### src/rtl/aor_pkg.sv
// ----------------------------------------------------------------------------
// aor_pkg
// Shared types and constants for the box overlap resolver.
// ----------------------------------------------------------------------------
package aor_pkg;

    localparam int COORD_BITS_DEF = 32;
    localparam int FRAC_BITS_DEF  = 8;
    localparam int SIZE_BITS      = 24;
    localparam int CFG_BITS       = 16;
    localparam int APB_DATA_BITS  = 32;
    localparam int APB_ADDR_BITS  = 3;

    localparam int STAIR_HEIGHT_INT = 20;
    localparam int STAIR_SHIFT_INT  = 5;

    localparam logic REG_STAIR_HEIGHT = 1'b0;
    localparam logic REG_STAIR_SHIFT  = 1'b1;

    typedef enum logic [1:0] {
        PUSH_NONE  = 2'd0,
        PUSH_VERT  = 2'd1,
        PUSH_HORIZ = 2'd2,
        PUSH_STAIR = 2'd3
    } push_kind_t;

    typedef struct packed {
        logic [CFG_BITS-1:0] stair_height;
        logic [CFG_BITS-1:0] stair_shift;
    } cfg_t;

    typedef struct packed {
        logic enable;
        logic hit;
    } pair_flags_t;

endpackage

### src/rtl/aor_cfg.sv
// ----------------------------------------------------------------------------
// aor_cfg
// APB register file holding the stair step height and shift.
// ----------------------------------------------------------------------------
module aor_cfg #(
    parameter int FRAC_BITS = aor_pkg::FRAC_BITS_DEF
) (
    input  logic                               aclk,
    input  logic                               aresetn,
    input  logic                               psel,
    input  logic                               penable,
    input  logic                               pwrite,
    input  logic [aor_pkg::APB_ADDR_BITS-1:0]  paddr,
    input  logic [aor_pkg::APB_DATA_BITS-1:0]  pwdata,
    output logic [aor_pkg::APB_DATA_BITS-1:0]  prdata,
    output logic                               pready,
    output aor_pkg::cfg_t                      cfg
);
    import aor_pkg::*;

    localparam logic [31:0] HEIGHT_RST_W = 32'(STAIR_HEIGHT_INT) << FRAC_BITS;
    localparam logic [31:0] SHIFT_RST_W  = 32'(STAIR_SHIFT_INT) << FRAC_BITS;

    logic [CFG_BITS-1:0] height_reg;
    logic [CFG_BITS-1:0] shift_reg;
    logic                wr_en;
    logic                reg_sel;

    assign pready  = 1'b1;
    assign wr_en   = psel && penable && pwrite && pready;
    assign reg_sel = paddr[2];

    always_ff @(posedge aclk) begin
        if (!aresetn) begin
            height_reg <= HEIGHT_RST_W[CFG_BITS-1:0];
            shift_reg  <= SHIFT_RST_W[CFG_BITS-1:0];
        end else if (wr_en) begin
            case (reg_sel)
                REG_STAIR_HEIGHT: height_reg <= pwdata[CFG_BITS-1:0];
                REG_STAIR_SHIFT:  shift_reg  <= pwdata[CFG_BITS-1:0];
                default: ;
            endcase
        end
    end

    always_comb begin
        case (reg_sel)
            REG_STAIR_HEIGHT: prdata = {{(APB_DATA_BITS-CFG_BITS){1'b0}}, height_reg};
            REG_STAIR_SHIFT:  prdata = {{(APB_DATA_BITS-CFG_BITS){1'b0}}, shift_reg};
            default:          prdata = '0;
        endcase
    end

    assign cfg.stair_height = height_reg;
    assign cfg.stair_shift  = shift_reg;

endmodule

### src/rtl/aor_measure.sv
// ----------------------------------------------------------------------------
// aor_measure
// Two pipeline stages: side overlaps of the pair, then their magnitudes
// and the strict overlap test.
// ----------------------------------------------------------------------------
module aor_measure #(
    parameter int COORD_BITS = aor_pkg::COORD_BITS_DEF,
    parameter int WIDE_BITS  = 27
) (
    input  logic                               aclk,
    input  logic                               aresetn,
    input  logic                               in_valid,
    output logic                               in_ready,
    input  logic signed [COORD_BITS-1:0]       mover_x,
    input  logic signed [COORD_BITS-1:0]       mover_y,
    input  logic [aor_pkg::SIZE_BITS-1:0]      mover_w,
    input  logic [aor_pkg::SIZE_BITS-1:0]      mover_h,
    input  logic signed [COORD_BITS-1:0]       mover_vx,
    input  logic signed [COORD_BITS-1:0]       mover_vy,
    input  logic signed [COORD_BITS-1:0]       obstacle_x,
    input  logic signed [COORD_BITS-1:0]       obstacle_y,
    input  logic [aor_pkg::SIZE_BITS-1:0]      obstacle_w,
    input  logic [aor_pkg::SIZE_BITS-1:0]      obstacle_h,
    input  logic                               enable,
    output logic                               out_valid,
    input  logic                               out_ready,
    output logic signed [COORD_BITS-1:0]       ax,
    output logic signed [COORD_BITS-1:0]       ay,
    output logic signed [COORD_BITS-1:0]       vx,
    output logic signed [COORD_BITS-1:0]       vy,
    output logic signed [WIDE_BITS-1:0]        ol,
    output logic signed [WIDE_BITS-1:0]        orr,
    output logic signed [WIDE_BITS-1:0]        ot,
    output logic signed [WIDE_BITS-1:0]        obt,
    output logic [WIDE_BITS-1:0]               abs_ol,
    output logic [WIDE_BITS-1:0]               abs_orr,
    output logic [WIDE_BITS-1:0]               abs_ot,
    output logic [WIDE_BITS-1:0]               abs_obt,
    output aor_pkg::pair_flags_t               flags
);
    import aor_pkg::*;

    localparam int CX = WIDE_BITS - COORD_BITS;
    localparam int SX = WIDE_BITS - SIZE_BITS;

    // stage 1
    logic                        v1_reg;
    logic                        rdy1;
    logic signed [WIDE_BITS-1:0] ax_w, ay_w, bx_w, by_w;
    logic signed [WIDE_BITS-1:0] aw_w, ah_w, bw_w, bh_w;
    logic signed [COORD_BITS-1:0] ax1_reg, ay1_reg, vx1_reg, vy1_reg;
    logic signed [WIDE_BITS-1:0] ol1_reg, orr1_reg, ot1_reg, obt1_reg;
    logic                        en1_reg, size1_reg;

    // stage 2
    logic                        v2_reg;
    logic                        rdy2;
    logic signed [COORD_BITS-1:0] ax2_reg, ay2_reg, vx2_reg, vy2_reg;
    logic signed [WIDE_BITS-1:0] ol2_reg, orr2_reg, ot2_reg, obt2_reg;
    logic [WIDE_BITS-1:0]        aol2_reg, aorr2_reg, aot2_reg, aobt2_reg;
    pair_flags_t                 flags2_reg;
    logic                        hit_next;

    function automatic logic [WIDE_BITS-1:0] mag_w(input logic signed [WIDE_BITS-1:0] v);
        logic [WIDE_BITS-1:0] r;
        r = v[WIDE_BITS-1] ? WIDE_BITS'(-v) : WIDE_BITS'(v);
        return r;
    endfunction

    function automatic logic pos_w(input logic signed [WIDE_BITS-1:0] v);
        logic r;
        r = !v[WIDE_BITS-1] && (|v);
        return r;
    endfunction

    assign rdy2     = !v2_reg || out_ready;
    assign rdy1     = !v1_reg || rdy2;
    assign in_ready = rdy1;

    assign ax_w = {{CX{mover_x[COORD_BITS-1]}}, mover_x};
    assign ay_w = {{CX{mover_y[COORD_BITS-1]}}, mover_y};
    assign bx_w = {{CX{obstacle_x[COORD_BITS-1]}}, obstacle_x};
    assign by_w = {{CX{obstacle_y[COORD_BITS-1]}}, obstacle_y};
    assign aw_w = {{SX{1'b0}}, mover_w};
    assign ah_w = {{SX{1'b0}}, mover_h};
    assign bw_w = {{SX{1'b0}}, obstacle_w};
    assign bh_w = {{SX{1'b0}}, obstacle_h};

    always_ff @(posedge aclk) begin
        if (!aresetn) begin
            v1_reg <= 1'b0;
            v2_reg <= 1'b0;
        end else begin
            if (rdy1) begin
                v1_reg <= in_valid;
            end
            if (rdy2) begin
                v2_reg <= v1_reg;
            end
        end
    end

    always_ff @(posedge aclk) begin
        if (rdy1 && in_valid) begin
            ax1_reg   <= mover_x;
            ay1_reg   <= mover_y;
            vx1_reg   <= mover_vx;
            vy1_reg   <= mover_vy;
            ol1_reg   <= ax_w + aw_w - bx_w;
            orr1_reg  <= bx_w + bw_w - ax_w;
            ot1_reg   <= ay_w + ah_w - by_w;
            obt1_reg  <= by_w + bh_w - ay_w;
            en1_reg   <= enable;
            size1_reg <= (|mover_w) && (|mover_h) && (|obstacle_w) && (|obstacle_h);
        end
    end

    assign hit_next = size1_reg && pos_w(ol1_reg) && pos_w(orr1_reg)
                      && pos_w(ot1_reg) && pos_w(obt1_reg);

    always_ff @(posedge aclk) begin
        if (rdy2 && v1_reg) begin
            ax2_reg           <= ax1_reg;
            ay2_reg           <= ay1_reg;
            vx2_reg           <= vx1_reg;
            vy2_reg           <= vy1_reg;
            ol2_reg           <= ol1_reg;
            orr2_reg          <= orr1_reg;
            ot2_reg           <= ot1_reg;
            obt2_reg          <= obt1_reg;
            aol2_reg          <= mag_w(ol1_reg);
            aorr2_reg         <= mag_w(orr1_reg);
            aot2_reg          <= mag_w(ot1_reg);
            aobt2_reg         <= mag_w(obt1_reg);
            flags2_reg.enable <= en1_reg;
            flags2_reg.hit    <= hit_next;
        end
    end

    assign out_valid = v2_reg;
    assign ax        = ax2_reg;
    assign ay        = ay2_reg;
    assign vx        = vx2_reg;
    assign vy        = vy2_reg;
    assign ol        = ol2_reg;
    assign orr       = orr2_reg;
    assign ot        = ot2_reg;
    assign obt       = obt2_reg;
    assign abs_ol    = aol2_reg;
    assign abs_orr   = aorr2_reg;
    assign abs_ot    = aot2_reg;
    assign abs_obt   = aobt2_reg;
    assign flags     = flags2_reg;

endmodule

### src/rtl/aor_resolve.sv
// ----------------------------------------------------------------------------
// aor_resolve
// Two pipeline stages: side choice per axis, then the push, the stair
// step and saturation into the output register.
// ----------------------------------------------------------------------------
module aor_resolve #(
    parameter int COORD_BITS = aor_pkg::COORD_BITS_DEF,
    parameter int WIDE_BITS  = 27
) (
    input  logic                               aclk,
    input  logic                               aresetn,
    input  aor_pkg::cfg_t                      cfg,
    input  logic                               in_valid,
    output logic                               in_ready,
    input  logic signed [COORD_BITS-1:0]       ax,
    input  logic signed [COORD_BITS-1:0]       ay,
    input  logic signed [COORD_BITS-1:0]       vx,
    input  logic signed [COORD_BITS-1:0]       vy,
    input  logic signed [WIDE_BITS-1:0]        ol,
    input  logic signed [WIDE_BITS-1:0]        orr,
    input  logic signed [WIDE_BITS-1:0]        ot,
    input  logic signed [WIDE_BITS-1:0]        obt,
    input  logic [WIDE_BITS-1:0]               abs_ol,
    input  logic [WIDE_BITS-1:0]               abs_orr,
    input  logic [WIDE_BITS-1:0]               abs_ot,
    input  logic [WIDE_BITS-1:0]               abs_obt,
    input  aor_pkg::pair_flags_t               flags,
    output logic                               out_valid,
    input  logic                               out_ready,
    output logic                               hit,
    output logic                               moved,
    output logic signed [COORD_BITS-1:0]       new_x,
    output logic signed [COORD_BITS-1:0]       new_y,
    output logic signed [COORD_BITS-1:0]       new_vx,
    output logic signed [COORD_BITS-1:0]       new_vy,
    output logic                               from_left,
    output logic                               from_top,
    output aor_pkg::push_kind_t                push_kind
);
    import aor_pkg::*;

    localparam int CX = WIDE_BITS - COORD_BITS;
    localparam int HX = WIDE_BITS - CFG_BITS;
    localparam int TX = WIDE_BITS - COORD_BITS + 1;

    // stage 3
    logic                         v3_reg;
    logic                         rdy3;
    logic signed [COORD_BITS-1:0] ax3_reg, ay3_reg, vx3_reg, vy3_reg;
    logic signed [WIDE_BITS-1:0]  mx3_reg, my3_reg;
    logic [WIDE_BITS-1:0]         amx3_reg, amy3_reg;
    logic                         left3_reg, top3_reg;
    pair_flags_t                  flags3_reg;
    logic                         left_next, top_next;

    // stage 4
    logic                         v4_reg;
    logic                         rdy4;
    logic                         hit_reg, moved_reg, left_reg, top_reg;
    logic signed [COORD_BITS-1:0] x_reg, y_reg, vx_reg, vy_reg;
    push_kind_t                   kind_reg;

    logic signed [WIDE_BITS-1:0]  ax_w, ay_w, nx_w, ny_w, sh_w, sf_w;
    logic signed [COORD_BITS-1:0] nvx, nvy;
    push_kind_t                   kind;

    function automatic logic [COORD_BITS-1:0] sat_c(input logic signed [WIDE_BITS-1:0] v);
        logic [TX-1:0]         top_bits;
        logic [COORD_BITS-1:0] r;
        top_bits = v[WIDE_BITS-1:COORD_BITS-1];
        if ((&top_bits) || !(|top_bits)) begin
            r = v[COORD_BITS-1:0];
        end else if (v[WIDE_BITS-1]) begin
            r = {1'b1, {(COORD_BITS-1){1'b0}}};
        end else begin
            r = {1'b0, {(COORD_BITS-1){1'b1}}};
        end
        return r;
    endfunction

    assign rdy4     = !v4_reg || out_ready;
    assign rdy3     = !v3_reg || rdy4;
    assign in_ready = rdy3;

    assign left_next = abs_ol < abs_orr;
    assign top_next  = abs_ot < abs_obt;

    always_ff @(posedge aclk) begin
        if (!aresetn) begin
            v3_reg <= 1'b0;
            v4_reg <= 1'b0;
        end else begin
            if (rdy3) begin
                v3_reg <= in_valid;
            end
            if (rdy4) begin
                v4_reg <= v3_reg;
            end
        end
    end

    always_ff @(posedge aclk) begin
        if (rdy3 && in_valid) begin
            ax3_reg    <= ax;
            ay3_reg    <= ay;
            vx3_reg    <= vx;
            vy3_reg    <= vy;
            mx3_reg    <= left_next ? ol : orr;
            my3_reg    <= top_next ? ot : obt;
            amx3_reg   <= left_next ? abs_ol : abs_orr;
            amy3_reg   <= top_next ? abs_ot : abs_obt;
            left3_reg  <= left_next;
            top3_reg   <= top_next;
            flags3_reg <= flags;
        end
    end

    assign ax_w = {{CX{ax3_reg[COORD_BITS-1]}}, ax3_reg};
    assign ay_w = {{CX{ay3_reg[COORD_BITS-1]}}, ay3_reg};
    assign sh_w = {{HX{1'b0}}, cfg.stair_height};
    assign sf_w = {{HX{1'b0}}, cfg.stair_shift};

    always_comb begin
        nx_w = ax_w;
        ny_w = ay_w;
        nvx  = vx3_reg;
        nvy  = vy3_reg;
        kind = PUSH_NONE;
        if (flags3_reg.hit && flags3_reg.enable) begin
            if (amx3_reg > amy3_reg) begin
                nvy  = '0;
                ny_w = top3_reg ? ay_w - my3_reg : ay_w + my3_reg;
                kind = PUSH_VERT;
            end else if (amx3_reg < amy3_reg) begin
                if (top3_reg && (my3_reg < sh_w)) begin
                    nvy  = '0;
                    nx_w = ax_w - sf_w;
                    ny_w = ay_w - my3_reg;
                    kind = PUSH_STAIR;
                end else begin
                    nvx  = '0;
                    nx_w = left3_reg ? ax_w - mx3_reg : ax_w + mx3_reg;
                    kind = PUSH_HORIZ;
                end
            end
        end
    end

    always_ff @(posedge aclk) begin
        if (rdy4 && v3_reg) begin
            hit_reg   <= flags3_reg.hit;
            moved_reg <= (kind != PUSH_NONE);
            x_reg     <= sat_c(nx_w);
            y_reg     <= sat_c(ny_w);
            vx_reg    <= nvx;
            vy_reg    <= nvy;
            left_reg  <= left3_reg;
            top_reg   <= top3_reg;
            kind_reg  <= kind;
        end
    end

    assign out_valid = v4_reg;
    assign hit       = hit_reg;
    assign moved     = moved_reg;
    assign new_x     = x_reg;
    assign new_y     = y_reg;
    assign new_vx    = vx_reg;
    assign new_vy    = vy_reg;
    assign from_left = left_reg;
    assign from_top  = top_reg;
    assign push_kind = kind_reg;

endmodule

### src/rtl/aabb_overlap_resolve.sv
// ----------------------------------------------------------------------------
// aabb_overlap_resolve
// Minimum-translation overlap resolution for one mover/obstacle box pair.
// ----------------------------------------------------------------------------
// Takes one box pair per cycle while s_tready is high and returns one
// result beat per pair, in order, through four register stages (side
// overlaps, magnitudes and hit test, side choice, push and saturation).
// Each stage stalls on its own, so a waiting result does not keep a new
// pair out while any stage has room. The user must write stair height and
// shift over APB only while no pair is in flight; the block does not enforce this.
module aabb_overlap_resolve #(
    parameter int COORD_BITS = aor_pkg::COORD_BITS_DEF,
    parameter int FRAC_BITS  = aor_pkg::FRAC_BITS_DEF
) (
    input  logic                              aclk,
    input  logic                              aresetn,
    input  logic                              psel,
    input  logic                              penable,
    input  logic                              pwrite,
    input  logic [aor_pkg::APB_ADDR_BITS-1:0] paddr,
    input  logic [aor_pkg::APB_DATA_BITS-1:0] pwdata,
    output logic [aor_pkg::APB_DATA_BITS-1:0] prdata,
    output logic                              pready,
    input  logic                              s_tvalid,
    output logic                              s_tready,
    // mover_x, mover_y, mover_w, mover_h, mover_vx, mover_vy,
    // obstacle_x, obstacle_y, obstacle_w, obstacle_h, zero pad
    input  logic [((6*COORD_BITS+4*aor_pkg::SIZE_BITS+7)/8)*8-1:0] s_tdata,
    // enable
    input  logic [0:0]                        s_tuser,
    output logic                              m_tvalid,
    input  logic                              m_tready,
    // new_x, new_y, new_vx, new_vy, zero pad
    output logic [((4*COORD_BITS+7)/8)*8-1:0] m_tdata,
    // hit, moved, from_left, from_top, push_kind[1:0]
    output logic [5:0]                        m_tuser
);
    import aor_pkg::*;

    localparam int C         = COORD_BITS;
    localparam int MAXB      = (C > SIZE_BITS + 1) ? C : SIZE_BITS + 1;
    localparam int WIDE_BITS = MAXB + 2;
    localparam int OUT_BITS  = 4*C;
    localparam int OUT_PAD   = ((OUT_BITS + 7)/8)*8 - OUT_BITS;

    localparam int O_MY  = C;
    localparam int O_MW  = 2*C;
    localparam int O_MH  = 2*C + SIZE_BITS;
    localparam int O_VX  = 2*C + 2*SIZE_BITS;
    localparam int O_VY  = 3*C + 2*SIZE_BITS;
    localparam int O_OX  = 4*C + 2*SIZE_BITS;
    localparam int O_OY  = 5*C + 2*SIZE_BITS;
    localparam int O_OW  = 6*C + 2*SIZE_BITS;
    localparam int O_OH  = 6*C + 3*SIZE_BITS;

    cfg_t                         cfg;
    pair_flags_t                  flags;
    logic                         mid_valid, mid_ready;
    logic signed [C-1:0]          ax, ay, vx, vy;
    logic signed [WIDE_BITS-1:0]  ol, orr, ot, obt;
    logic [WIDE_BITS-1:0]         abs_ol, abs_orr, abs_ot, abs_obt;
    logic                         hit, moved, from_left, from_top;
    logic signed [C-1:0]          new_x, new_y, new_vx, new_vy;
    push_kind_t                   push_kind;

    aor_cfg #(
        .FRAC_BITS (FRAC_BITS)
    ) u_cfg (
        .aclk    (aclk),
        .aresetn (aresetn),
        .psel    (psel),
        .penable (penable),
        .pwrite  (pwrite),
        .paddr   (paddr),
        .pwdata  (pwdata),
        .prdata  (prdata),
        .pready  (pready),
        .cfg     (cfg)
    );

    aor_measure #(
        .COORD_BITS (C),
        .WIDE_BITS  (WIDE_BITS)
    ) u_measure (
        .aclk       (aclk),
        .aresetn    (aresetn),
        .in_valid   (s_tvalid),
        .in_ready   (s_tready),
        .mover_x    (s_tdata[0 +: C]),
        .mover_y    (s_tdata[O_MY +: C]),
        .mover_w    (s_tdata[O_MW +: SIZE_BITS]),
        .mover_h    (s_tdata[O_MH +: SIZE_BITS]),
        .mover_vx   (s_tdata[O_VX +: C]),
        .mover_vy   (s_tdata[O_VY +: C]),
        .obstacle_x (s_tdata[O_OX +: C]),
        .obstacle_y (s_tdata[O_OY +: C]),
        .obstacle_w (s_tdata[O_OW +: SIZE_BITS]),
        .obstacle_h (s_tdata[O_OH +: SIZE_BITS]),
        .enable     (s_tuser[0]),
        .out_valid  (mid_valid),
        .out_ready  (mid_ready),
        .ax         (ax),
        .ay         (ay),
        .vx         (vx),
        .vy         (vy),
        .ol         (ol),
        .orr        (orr),
        .ot         (ot),
        .obt        (obt),
        .abs_ol     (abs_ol),
        .abs_orr    (abs_orr),
        .abs_ot     (abs_ot),
        .abs_obt    (abs_obt),
        .flags      (flags)
    );

    aor_resolve #(
        .COORD_BITS (C),
        .WIDE_BITS  (WIDE_BITS)
    ) u_resolve (
        .aclk      (aclk),
        .aresetn   (aresetn),
        .cfg       (cfg),
        .in_valid  (mid_valid),
        .in_ready  (mid_ready),
        .ax        (ax),
        .ay        (ay),
        .vx        (vx),
        .vy        (vy),
        .ol        (ol),
        .orr       (orr),
        .ot        (ot),
        .obt       (obt),
        .abs_ol    (abs_ol),
        .abs_orr   (abs_orr),
        .abs_ot    (abs_ot),
        .abs_obt   (abs_obt),
        .flags     (flags),
        .out_valid (m_tvalid),
        .out_ready (m_tready),
        .hit       (hit),
        .moved     (moved),
        .new_x     (new_x),
        .new_y     (new_y),
        .new_vx    (new_vx),
        .new_vy    (new_vy),
        .from_left (from_left),
        .from_top  (from_top),
        .push_kind (push_kind)
    );

    generate
        if (OUT_PAD > 0) begin : g_out_pad
            assign m_tdata = {{OUT_PAD{1'b0}}, new_vy, new_vx, new_y, new_x};
        end else begin : g_out_nopad
            assign m_tdata = {new_vy, new_vx, new_y, new_x};
        end
    endgenerate

    assign m_tuser = {push_kind, from_top, from_left, moved, hit};

endmodule
### config.mk
export PLATFORM = sky130hd
export DESIGN_NAME = aabb_overlap_resolve
export DESIGN_NICKNAME = d
export VERILOG_FILES = /design/src/rtl/aor_pkg.sv /design/src/rtl/aor_cfg.sv /design/src/rtl/aor_measure.sv /design/src/rtl/aor_resolve.sv /design/src/rtl/aabb_overlap_resolve.sv
export SDC_FILE = /design/constraint.sdc
export NUM_CORES = 2
export LEC_CHECK = 0
export ABC_AREA = 1
export BUFFER_PORTS_ARGS = -buffer_cell sky130_fd_sc_hd__clkbuf_2
export CAP_MARGIN = 20
export CELL_PAD_IN_SITES_DETAIL_PLACEMENT = 0
export CELL_PAD_IN_SITES_GLOBAL_PLACEMENT = 2
export CORE_MARGIN = 2
export CORE_UTILIZATION = 42
export DETAILED_ROUTE_END_ITERATION = 8
export PLACE_DENSITY_LB_ADDON = 0.1
export SYNTH_ARGS = -nofsm -noshare
export SYNTH_HDL_FRONTEND = slang
export SYNTH_SLANG_ARGS = --single-unit
export TNS_END_PERCENT = 10
### constraint.sdc
create_clock -name aclk -period 36.6 [get_ports aclk]
set_input_delay 3.66 -clock aclk [delete_from_list [all_inputs] [get_ports aclk]]
set_output_delay 3.66 -clock aclk [all_outputs]
set_load 0.005 [all_outputs]
==> run_results.csv <==
group,metric,value,unit
cells_and_area,area_growth,12.6,%
place,pre_cts_slack,27.82,ns
drt,avgRoutedWirePerCell,20.3,um
drt,ant_nets,0,
sta,period_share,0.239,
setup_path,crit_top_cell,"clkbuf_2",
global_routing,grt_max_degree,129,
floorplan,design.core.area,152000,um^2
cells_and_area,layout.nets,8343,
cts,cts_sinks,1100,
setup_path,worstReg2RegEnd,"u_resolve.new_x[19]",
sta,rsz0062_at_grt,"false",
cts,postCtsHoldBufs,0,
sta,setup_slack,27.84,ns
cts,cts_root_buf,"clkbuf_16",
synth,synth.distinct_cells,63,
synth,syn_area_per_cell,9.18,um^2
cts,h-tree-depth,3,
status,status,"completed",
setup_path,cp.arrival,5.10,ns
setup_path,worstRegToRegCells,27,
setup_path,worstPathMaxFanout,33,
floorplan,top_level_ports,500,
synth,synth_ff_type,"edfxtp_1",
sta,setup_tns,0,ns
cells_and_area,register_area,32700,um^2
floorplan,die_area,157000,um^2
setup_path,crit_chain,"clkbuf_2 -> o21ai_0 -> clkbuf_2",
global_routing,track_usage,0.247,
sta,setup_viol,0,
setup_path,endpoint_kind,"primary output",
drt,vias,48100,
synth,ys_warn_count,0,
sta,worst_pin_slew,1.03,ns
global_routing,antenna_found_initial,17,
min_path,min_from,"u_measure.vy[16]",
power,p_per_area,48.4,nW/um^2
synth,ys_seq_area_frac,0.506,
synth,synthCells,7032,
setup_path,crit_type,"in -> out",
cells_and_area,drive_gt1_frac,0.0951,
setup_path,slowest_stage,"o21ai_0",
place,port_buffers,464,
sta,max_freq,114,MHz
global_routing,grt_first_pass_wirelength,290,mm
power,vdd.ir_drop.worst,0.0457,mV
sta,hold_viol,0,
drt,dr.pass1.iters,5,
setup_path,crit_path_start_kind,"primary input",
min_path,hold_path_end,"u_resolve.vy3_reg[16]",
synth,synth_edf_count,1064,
drt,via_per_inst,4.99,
setup_path,r2r-start,"u_resolve.amx3_reg[0]",
min_path,hold_class,"reg -> reg",
cts,cts_setup_buffers,0,
floorplan,rows,143,
sta,relSlewSlack,0.312,
global_routing,grt_pass1_vias,47000,
drt,drc,0,
global_routing,overflow,0,
cts,cts_resized,0,
sta,slew_viol_final,0,
sta,finClkSkew,0.0416,ns
floorplan,fp.dieW,396,um
place,gp_congestion,0.934,
cts,path_clk_slew,0.06,ns
drt,first_iter_violations,3487,
synth,synthArstFlopShare,0,
flow_run,maxCapViolCount,0,
cells_and_area,nFillCells,14700,
power,p_leak,32.9,nW
cts,cts_buffers,115,
cts,cts_tree,"built",
sta,min_period,8.76,ns
place,dp.final_hpwl,158,mm
setup_path,slowest_delay,0.82,ns
drt,routed_wl,196,mm
cts,clk_latency,0.76,ns
floorplan,initial_core_util,0.424,
min_path,hold-path-cell-count,0,
synth,synth_area,64500,um^2
floorplan,die_h,396,um
setup_path,reg2reg_slack,31.17,ns
cts,clockBufferDepth,3,
sta,timing.hold.ws,0.390,ns
cells_and_area,multi_input_area,26600,um^2
setup_path,critPathRequiredTime,32.94,ns
synth,synth.ff_latch_count,1100,
## worst max path at each step
| stage | from | endpoint |
|---|---|---|
| finish | paddr[2] | prdata[1] |
| global route | paddr[2] | prdata[1] |
| CTS | paddr[2] | prdata[1] |
| detailed placement | paddr[2] | prdata[1] |
| global placement | paddr[2] | prdata[1] |
| floorplan | m_tready | u_measure.ax1_reg[0] |
## synthesized netlist by cell type (19+ instances only)
master,count,area [um^2]
buf_2,34,170
fa_1,100,2000
nor2_1,533,2000
o21ai_0,334,1670
clkbuf_1,69,259
nand4_1,77,482
buf_4,32,240
ha_1,403,5040
dfxtp_1,36,721
nor4_1,47,294
a31oi_1,19,119
edfxtp_1,1064,32000
xnor2_1,111,972
o21a_1,19,143
nor3_1,92,460
xor2_1,219,1920
nand2_1,1728,6490
nand3_1,278,1390
inv_1,1203,4520
a21o_1,19,143
o21bai_1,34,255
a21oi_1,417,2090
## per-stage QoR
stage | instance area [um^2] | cells | utilization | total power, mW
4_1_cts | 72600 | 9631 | 0.477 | 3.54
3_5_place_dp | 68900 | 9421 | 0.453 | 2.40
3_3_place_gp | 68900 | 9421 | 0.453 | 2.40
2_1_floorplan | 64600 | 7047 | - | 2.13
6_report | 72600 | 9635 | 0.477 | 3.51
5_1_grt | 72600 | 9633 | 0.477 | 3.69
## worst max-delay path: cells and delay by family
kind                   cells  cell delay, ns
AO/OA/AOI/OAI              1            0.82
buffers and inverters      2            0.61
## layout by cell type, fill, tap and decap left out, types with 35 or more instances in the layout
master,synthesis,final
fa_1,100,100
nand4_1,77,77
xor2_1,219,219
dfxtp_1,36,36
edfxtp_1,1064,1064
clkbuf_2,1,464
o21ai_0,334,334
xnor2_1,111,111
nor2_1,533,530
inv_1,1203,1199
nand3_1,278,277
a21oi_1,417,417
nor3_1,92,92
nor4_1,47,47
clkbuf_16,0,115
nand2_1,1728,1727
buf_4,32,35
ha_1,403,403
## routing by layer
layer / part of all wire / track usage
met1: 0.48 / 0.366
met2: 0.43 / 0.377
met3: 0.056 / 0.0312
met4: 0.029 / 0.0753
met5: 0.000061 / 0
## cell families (layout without fill, tap and decap cells)
family	count (synthesis)	in the layout	share of synthesized area
and+or+nand+nor	2815	2815	0.179
DFF	1100	1100	0.506
adders and majority gates	503	503	0.109
AOI/OAI and AO/OA	917	917	0.0775
buffers and inverters	1365	1920	0.0829
other	2	20	0.000116
xor gates and xnor gates	330	330	0.0448
## power by group
| part | internal (mW) | total [mW] | switching, mW |
|---|---|---|---|
| clock network | 0.632 | 1.14 | 0.505 |
| registers | 1.55 | 1.64 | 0.0918 |
| logic | 0.246 | 0.738 | 0.492 |
| total | 2.42 | 3.51 | 1.09 |
## area by class of cell
cell class | instances | share of cell area
well taps | 2030 | 0.0350
diodes | 3 | 0.000103
clock buffers | 131 | 0.0406
flip-flops and latches | 1100 | 0.450
inverters | 1210 | 0.0627
multi-input cells | 4582 | 0.366
repair buffers | 500 | 0.0358
clock inverters | 79 | 0.00994
Note: power is estimated with default switching activity, not from simulation.
